==> src/sv/frb_pkg.sv <==
// Shared types and constants for the FIR filter ring buffer unit.
// No dependencies; used by every module of the block.
package frb_pkg;

	// Field widths
	localparam int SAMPLE_W    = 16;
	localparam int COEF_W      = 16;
	localparam int PROD_W      = SAMPLE_W + 1 + COEF_W;
	localparam int ACC_W       = 35;

	// Coefficient register file
	localparam int NUM_COEFS   = 8;
	localparam int COEF_IDX_W  = 3;
	localparam int CFG_IDX_W   = 8;

	// Control from the sequencer to the shared multiply-accumulate unit
	typedef struct packed {
		logic clear;   // zero the accumulator and drop any product in flight
		logic mul_en;  // multiply the current operands this cycle
	} mac_ctrl_t;

endpackage

==> src/sv/frb_ring.sv <==
// Ring delay line of TAPS samples with write pointer and full flag.
// Depends on frb_pkg.
module frb_ring #(
	parameter int TAPS = 8,
	parameter int AW   = $clog2(TAPS)
) (
	input  logic                         clk,
	input  logic                         arst_n,
	input  logic                         wr_en,
	input  logic [frb_pkg::SAMPLE_W-1:0] wr_data,
	input  logic [AW-1:0]                rd_addr,
	output logic [frb_pkg::SAMPLE_W-1:0] rd_data,
	output logic [AW-1:0]                wr_pos,
	output logic                         full
);

	localparam logic [AW-1:0] LAST = AW'(TAPS - 1);

	logic [frb_pkg::SAMPLE_W-1:0] line_q [TAPS];
	logic [AW-1:0]                wr_pos_q;
	logic                         full_q;

	// Sample storage, cleared at reset so unwritten slots count as zero
	always_ff @(posedge clk or negedge arst_n) begin
		if (!arst_n) begin
			for (int i = 0; i < TAPS; i++) begin
				line_q[i] <= '0;
			end
		end else if (wr_en) begin
			line_q[wr_pos_q] <= wr_data;
		end
	end

	// Write pointer wraps at TAPS-1; the first wrap marks the line full
	always_ff @(posedge clk or negedge arst_n) begin
		if (!arst_n) begin
			wr_pos_q <= '0;
			full_q   <= 1'b0;
		end else if (wr_en) begin
			if (wr_pos_q == LAST) begin
				wr_pos_q <= '0;
				full_q   <= 1'b1;
			end else begin
				wr_pos_q <= wr_pos_q + 1'b1;
			end
		end
	end

	assign rd_data = line_q[rd_addr];
	assign wr_pos  = wr_pos_q;
	assign full    = full_q;

endmodule

==> src/sv/frb_mac.sv <==
// Shared multiply-accumulate unit: one signed 16x17 product per cycle,
// registered, then summed into a 35-bit accumulator. Depends on frb_pkg.
module frb_mac (
	input  logic                             clk,
	input  logic                             arst_n,
	input  frb_pkg::mac_ctrl_t               ctrl,
	input  logic [frb_pkg::SAMPLE_W-1:0]     sample,
	input  logic signed [frb_pkg::COEF_W-1:0] coef,
	output logic signed [frb_pkg::ACC_W-1:0] acc
);

	logic signed [frb_pkg::PROD_W-1:0] product_s1;
	logic                              prod_vld_s1;
	logic signed [frb_pkg::ACC_W-1:0]  acc_q;
	logic signed [frb_pkg::ACC_W-1:0]  prod_ext;

	// Stage 1: multiply; sample is zero-extended to stay unsigned
	always_ff @(posedge clk or negedge arst_n) begin
		if (!arst_n) begin
			prod_vld_s1 <= 1'b0;
		end else begin
			prod_vld_s1 <= ctrl.mul_en && !ctrl.clear;
		end
	end

	always_ff @(posedge clk) begin
		if (ctrl.mul_en) begin
			product_s1 <= coef * $signed({1'b0, sample});
		end
	end

	assign prod_ext = {{(frb_pkg::ACC_W - frb_pkg::PROD_W){product_s1[frb_pkg::PROD_W-1]}},
		product_s1};

	// Stage 2: accumulate
	always_ff @(posedge clk or negedge arst_n) begin
		if (!arst_n) begin
			acc_q <= '0;
		end else if (ctrl.clear) begin
			acc_q <= '0;
		end else if (prod_vld_s1) begin
			acc_q <= acc_q + prod_ext;
		end
	end

	assign acc = acc_q;

endmodule

==> src/sv/fir_filter_ring_buffer_unit.sv <==
// Top level of the FIR filter ring buffer unit: sequencer, coefficient
// registers and result register. Depends on frb_pkg, frb_ring, frb_mac.
//
// Usage:
//   Input channel (in_valid/in_ready, sample) takes one unsigned 16-bit
//   sample per transaction. It is written into a TAPS-deep ring delay line.
//   Output channel (out_valid/out_ready, filtered, ring_full) returns one
//   result per sample: the signed Q.14 FIR sum over the last TAPS samples,
//   and whether the ring has wrapped at least once.
//   Config channel (cfg_valid/cfg_ready, cfg_index, cfg_data) writes coef_0..
//   coef_7 at indexes 0..7; other indexes are dropped. cfg_ready is always
//   high; write only while the filter is idle.
// Timing:
//   One multiply-accumulate per tap through a single shared multiplier. The
//   sequencer walks the taps in S_RUN, lets the last product accumulate in
//   S_DRAIN and loads the result register in S_DONE; in_ready returns as it
//   loads, so a new sample is taken only once the last one is through.
// Reset and stalls:
//   Reset clears the delay line, write pointer, full flag and coefficients.
//   A result waiting on out_ready holds the sequencer in its final state, so
//   no new sample is accepted until that result transaction completes.
module fir_filter_ring_buffer_unit #(
	parameter int TAPS = 8
) (
	input  logic                              clk,
	input  logic                              arst_n,
	input  logic                              in_valid,
	output logic                              in_ready,
	input  logic [frb_pkg::SAMPLE_W-1:0]      sample,
	output logic                              out_valid,
	input  logic                              out_ready,
	output logic signed [frb_pkg::ACC_W-1:0]  filtered,
	output logic                              ring_full,
	input  logic                              cfg_valid,
	output logic                              cfg_ready,
	input  logic [frb_pkg::CFG_IDX_W-1:0]     cfg_index,
	input  logic [frb_pkg::COEF_W-1:0]        cfg_data
);

	localparam int AW = $clog2(TAPS);
	localparam logic [AW-1:0] LAST = AW'(TAPS - 1);

	typedef enum logic [1:0] {
		S_IDLE,
		S_RUN,
		S_DRAIN,
		S_DONE
	} state_t;

	state_t                             state_q;
	logic [AW-1:0]                      tap_q;
	logic [AW-1:0]                      rd_ptr_q;
	logic                               out_valid_q;
	logic signed [frb_pkg::ACC_W-1:0]   filtered_q;
	logic                               ring_full_q;
	logic signed [frb_pkg::COEF_W-1:0]  coef_q [frb_pkg::NUM_COEFS];

	logic                               in_accept;
	logic                               out_free;
	logic [AW-1:0]                      wr_pos_w;
	logic                               full_w;
	logic [frb_pkg::SAMPLE_W-1:0]       rd_data_w;
	logic signed [frb_pkg::ACC_W-1:0]   acc_w;
	logic [frb_pkg::COEF_IDX_W-1:0]     coef_idx;
	frb_pkg::mac_ctrl_t                 mac_ctrl;

	assign in_ready  = (state_q == S_IDLE);
	assign in_accept = in_valid && in_ready;
	assign out_free  = !out_valid_q || out_ready;
	assign cfg_ready = 1'b1;

	// Coefficient registers
	always_ff @(posedge clk or negedge arst_n) begin
		if (!arst_n) begin
			for (int i = 0; i < frb_pkg::NUM_COEFS; i++) begin
				coef_q[i] <= '0;
			end
		end else if (cfg_valid && cfg_index < frb_pkg::CFG_IDX_W'(frb_pkg::NUM_COEFS)) begin
			coef_q[cfg_index[frb_pkg::COEF_IDX_W-1:0]] <= cfg_data;
		end
	end

	frb_ring #(
		.TAPS (TAPS),
		.AW   (AW)
	) u_ring (
		.clk     (clk),
		.arst_n  (arst_n),
		.wr_en   (in_accept),
		.wr_data (sample),
		.rd_addr (rd_ptr_q),
		.rd_data (rd_data_w),
		.wr_pos  (wr_pos_w),
		.full    (full_w)
	);

	// Tap k weights the sample k slots behind the newest
	assign coef_idx = frb_pkg::COEF_IDX_W'(tap_q);

	always_comb begin
		mac_ctrl.clear  = in_accept;
		mac_ctrl.mul_en = (state_q == S_RUN);
	end

	frb_mac u_mac (
		.clk    (clk),
		.arst_n (arst_n),
		.ctrl   (mac_ctrl),
		.sample (rd_data_w),
		.coef   (coef_q[coef_idx]),
		.acc    (acc_w)
	);

	// Sequencer and result register
	always_ff @(posedge clk or negedge arst_n) begin
		if (!arst_n) begin
			state_q     <= S_IDLE;
			tap_q       <= '0;
			rd_ptr_q    <= '0;
			out_valid_q <= 1'b0;
			filtered_q  <= '0;
			ring_full_q <= 1'b0;
		end else begin
			if (out_valid_q && out_ready) begin
				out_valid_q <= 1'b0;
			end
			case (state_q)
				S_IDLE: begin
					if (in_accept) begin
						rd_ptr_q <= wr_pos_w;
						tap_q    <= '0;
						state_q  <= S_RUN;
					end
				end
				S_RUN: begin
					rd_ptr_q <= (rd_ptr_q == '0) ? LAST : rd_ptr_q - 1'b1;
					if (tap_q == LAST) begin
						state_q <= S_DRAIN;
					end else begin
						tap_q <= tap_q + 1'b1;
					end
				end
				S_DRAIN: begin
					state_q <= S_DONE;
				end
				S_DONE: begin
					if (out_free) begin
						filtered_q  <= acc_w;
						ring_full_q <= full_w;
						out_valid_q <= 1'b1;
						state_q     <= S_IDLE;
					end
				end
				default: begin
					state_q <= S_IDLE;
				end
			endcase
		end
	end

	assign out_valid = out_valid_q;
	assign filtered  = filtered_q;
	assign ring_full = ring_full_q;

	// Accepted sample starts the walk at tap zero
	a_start: assert property (@(posedge clk) disable iff (!arst_n)
		in_accept |=> (state_q == S_RUN) && (tap_q == '0))
		else $error("walk did not start at tap zero");

	// Last tap hands over to the accumulate drain
	a_drain: assert property (@(posedge clk) disable iff (!arst_n)
		(state_q == S_RUN) && (tap_q == LAST) |=> (state_q == S_DRAIN))
		else $error("sequencer skipped drain after last tap");

	// Read pointer never leaves the ring
	a_rd_range: assert property (@(posedge clk) disable iff (!arst_n)
		rd_ptr_q <= LAST)
		else $error("read pointer outside delay line");

	// Full flag is sticky
	a_full_sticky: assert property (@(posedge clk) disable iff (!arst_n)
		!$fell(full_w))
		else $error("ring full flag dropped");

	// A finished sum waits while the result register is still occupied
	a_hold: assert property (@(posedge clk) disable iff (!arst_n)
		(state_q == S_DONE) && out_valid_q && !out_ready
		|=> (state_q == S_DONE) && out_valid_q)
		else $error("result register overwritten before transfer");

endmodule

==> config.mk <==
export PLATFORM = sky130hd
export DESIGN_NAME = fir_filter_ring_buffer_unit
export DESIGN_NICKNAME = d
export VERILOG_FILES = /design/src/sv/frb_pkg.sv /design/src/sv/frb_ring.sv /design/src/sv/frb_mac.sv /design/src/sv/fir_filter_ring_buffer_unit.sv
export SDC_FILE = /design/constraint.sdc
export NUM_CORES = 1
export LEC_CHECK = 0
export BUFFER_PORTS_ARGS = -buffer_cell sky130_fd_sc_hd__buf_2
export CAP_MARGIN = 20
export CORE_UTILIZATION = 55
export DETAILED_ROUTE_END_ITERATION = 16
export PLACE_DENSITY = 0.71
export SYNTH_ARGS = -nofsm -noshare
export SYNTH_HDL_FRONTEND = slang
export SYNTH_SLANG_ARGS = --single-unit
export TNS_END_PERCENT = 30
==> constraint.sdc <==
create_clock -name clk -period 16.5 [get_ports clk]
set_input_delay 1.65 -clock clk [delete_from_list [all_inputs] [get_ports clk]]
set_output_delay 1.65 -clock clk [all_outputs]
set_load 0.02 [all_outputs]
==> metrics.md <==
| Metric | Value |
|---|---|
| Max rail drop VDD | `roughly 0.000087 V` |
| Lkg Pwr | `14.4 nW` |
| Largest family of logic cells by synthesized area | `adder cells` |
| Vias in the first global route | `19000` |
| WL final | `60.6 mm` |
| Power density over cell area | `about 160 nW/um^2` |
| FILL cells | `approximately 3800` |
| Worst hold path type | `reg -> reg` |
| DIE AREA | `roughly 49000 um^2` |
| Commonest non-fill, non-tap cell in the layout | `dfrtp_1` |
| Reg2reg setup slack | `8.49 ns` |
| Post-CTS setup buffers | `0` |
| Yosys cell types | `80` |
| Fin crit share | `0.486` |
| Initial Util | `0.558` |
| Main area contributors after synthesis | `dfrtp_1 (32%), fa_1 (15%), mux2_2 (13%)` |
| CTS buffer count | `41` |
| Clock share of power | `0.191` |
| Reg power frac | `0.294` |
| Final hold slack | `0.452 ns` |
| Async S/R FF share, synth | `0.912` |
| Fmax | `between 0.1 and 0.15 GHz` |
| Top-area cell type share of the netlist area | `0.319` |
| Via Count | `roughly 18000` |
| Ys flop type | `dfrtp_1` |
| Crit. End Element | `flip-flop` |
| Seq/Total Area, Yosys | `0.357` |
| Outcome | `finished, final reports clean` |
| Number of synthesized flops with an enable pin | `33` |
| Cts hold-fix bufs | `0` |
| Synth Area in Adders | `0.224` |
| N_diodes | `0` |
| Final Core Density | `0.611` |
| Syn_nets | `~2700` |
| Pin count of the biggest net entering global routing | `around 120` |
| Area delta synth->final | `9.39%` |
| DR vias/cell | `between 5 and 6` |
| Worst slew margin relative to its limit | `0.228` |
| Top cell type by total area after synthesis | `dfrtp_1` |
| Die X | `222 um` |
| Mux cell area share after synthesis | `0.205` |
| Dpl hpwl | `44.6 mm` |
| Net switching fraction of the power | `0.419` |
| Count of port buffers added during placement | `82` |
| Most frequent cells in the layout | `dfrtp_1 (338), mux2_2 (317), inv_1 (276)` |
| FP Rows | `80` |
| Initial antenna violation count | `2` |
| Layout cells sized above 1 | `0.244` |
| Total congestion overflow | `0` |
| CP Class | `reg -> reg` |
| Die Y | `around 220 um` |
| CTS resizes | `0` |
| Yosys warning count | `0` |
| CTS Buffer Depth | `3` |
| Worst endpoint required time | `16.80 ns` |
| Worst-path maximum fanout | `33` |
| Total Nets Final | `~2800` |
| Worst Setup Start Kind | `flip-flop` |
| Synth Cell Area | `26700 um^2` |
| RSZ-0062 raised after global routing | `false` |
| Clock latency on the worst-skew pair | `0.57 ns` |
| Cell-internal power | `approximately 2.8 mW` |
| Post-synthesis average cell area | `between 10 and 15 um^2` |
| Worst slew pin tran | `1.13 ns` |
| Fin crit period | `8.01 ns` |
| Final Hold Viols | `0` |
| Sinks on the clock net | `between 300 and 400` |
| Synth Area in Simple Gates | `0.0840` |
| First-pass GRT wire length | `99.4 mm` |
| Core area | `47800 um^2` |
| RePlAce Congestion | `around 0.95` |
| Final Power | `4.82 mW` |
| Sum Neg Setup Slack | `0 ns` |
| Slew Limit Fails | `0` |
| Setup Skew | `0.0196 ns` |
| CTS tree | `built` |
| GRT Total Usage | `0.254` |
| Clock-pin slew on the worst setup and hold paths | `0.06 ns` |
| Synth Area in Compound Gates | `0.0638` |
| Switching pwr | `2.02 mW` |
| Root buffer cell | `clkbuf_16` |
| Synth Register Bits | `374` |
| Max_cap viols | `0` |
| Gate count of the mapped netlist | `~2300` |
| IO Pins | `84` |
| Routed wire length per instance | `between 15 and 20 um` |
| DRC Markers | `0` |
| Combinational power share | `0.516` |
| Post-synthesis xor/xnor area fraction | `0.0148` |
| H-tree depth | `2` |
| Pre-antenna DRT Iters | `5` |
| DRT iter0 DRCs | `1255` |
| Worst Path Arrival | `8.31 ns` |
| Antenna-violating nets left | `0` |
| Setup violators final | `0` |
critical path: stages, from the launching register on:
cell and delay (ns):
dfrtp_2 0.40, buf_4 0.53, mux4_2 0.59, mux2i_1 0.89, nor2_1 0.17, fa_1 0.56
inv_1 0.05, fa_1 0.39, fa_1 0.54, inv_1 0.05, ha_1 0.29, fa_1 0.49
inv_1 0.05, fa_1 0.48, inv_1 0.05, ha_1 0.38, a2111oi_0 0.37, o21ai_1 0.19
a31oi_1 0.27, o31a_2 0.24, o2111ai_1 0.19, a311o_1 0.30, a21oi_1 0.17, xnor2_1 0.09
state kept, by name, summed over array words and instances (netlist names):
| register | count |
|---|---|
| coef_q | 128 |
| u_ring.line_q | 128 |
| filtered | 35 |
| u_mac.acc | 35 |
| u_mac.product_s1 | 33 |
| coef_idx | 3 |
| rd_ptr_q | 3 |
| u_ring.wr_pos | 3 |
| state_q | 2 |
| out_valid | 1 |
| ring_full | 1 |
| u_mac.prod_vld_s1 | 1 |
| u_ring.full | 1 |
cell families after synthesis:
logic type	count (synthesis)
AO/OA/AOI/OAI	256
XOR/XNOR	45
adder cells (fa/ha/maj)	361
buffers and inverters	364
flip-flops	374
multiplexers	426
other	1
AND/OR/NAND/NOR	507
Yosys cell counts, drive strengths merged (10+ instances only):
cell    number
nand2      195
mux2       318
fa         195
nor2b       10
a21o        44
dfrtp      341
clkbuf      68
edfxtp      33
o21ai       46
buf         19
mux2i       44
inv        276
nor2       182
nand3       26
nand4       10
xor2        10
nor3        14
ha         166
and2        15
a21oi       75
a211oi      15
mux4        64
xnor2       35
nand2b      10
worst paths after layout:
| path | to | startpoint | cells past startpoint |
|---|---|---|---|
| worst min register to register | u_ring.full | u_ring.full | 1 |
| min in group asynchronous | filtered[2] | arst_n | 1 |
| max in group asynchronous | coef_idx[0] | arst_n | 2 |
| worst min-delay path | u_ring.full | u_ring.full | 1 |
| worst max register to register | u_mac.product_s1[29] | rd_ptr_q[0] | 23 |
| worst max-delay path | u_mac.product_s1[29] | rd_ptr_q[0] | 23 |
cell type report:
cell class	count	area [um^2]	area share
inverter	277	1040	0.0356
tap	615	769	0.0263
clock inverter	14	160	0.00548
sequential	374	9530	0.326
timing repair buffer	113	681	0.0233
clock buffer	62	1210	0.0413
multi-input combinational	1596	15800	0.542
per-layer routing:
metal	global-route usage	vias to the layer above	routed length, um
met3	0.0376	132	3160
met5	0	-	26
met4	0.0872	4	1980
met2	0.424	522	29000
li1	-	8133	-
met1	0.340	8919	26400
stage by stage:
stage / setup WS [ns] / area [um^2] / cells
3_5_place_dp: 8.52 / 27800 / 2973
5_1_grt: 8.08 / 29200 / 3051
6_report: 8.49 / 29200 / 3051
2_1_floorplan: 9.19 / 26700 / 2334
3_3_place_gp: 8.63 / 27800 / 2973
4_1_cts: 8.51 / 29200 / 3049
power groups by stage:
stage	Sequential (mW)	Combinational [mW]	Clock [mW]
after CTS	1.41	2.48	0.940
final	1.42	2.48	0.918
after detailed placement	1.43	2.47	0
after global routing	1.45	2.74	0.971
after floorplan	1.41	1.80	0
after global placement	1.41	2.40	0
(Power assumes the default switching activity.)
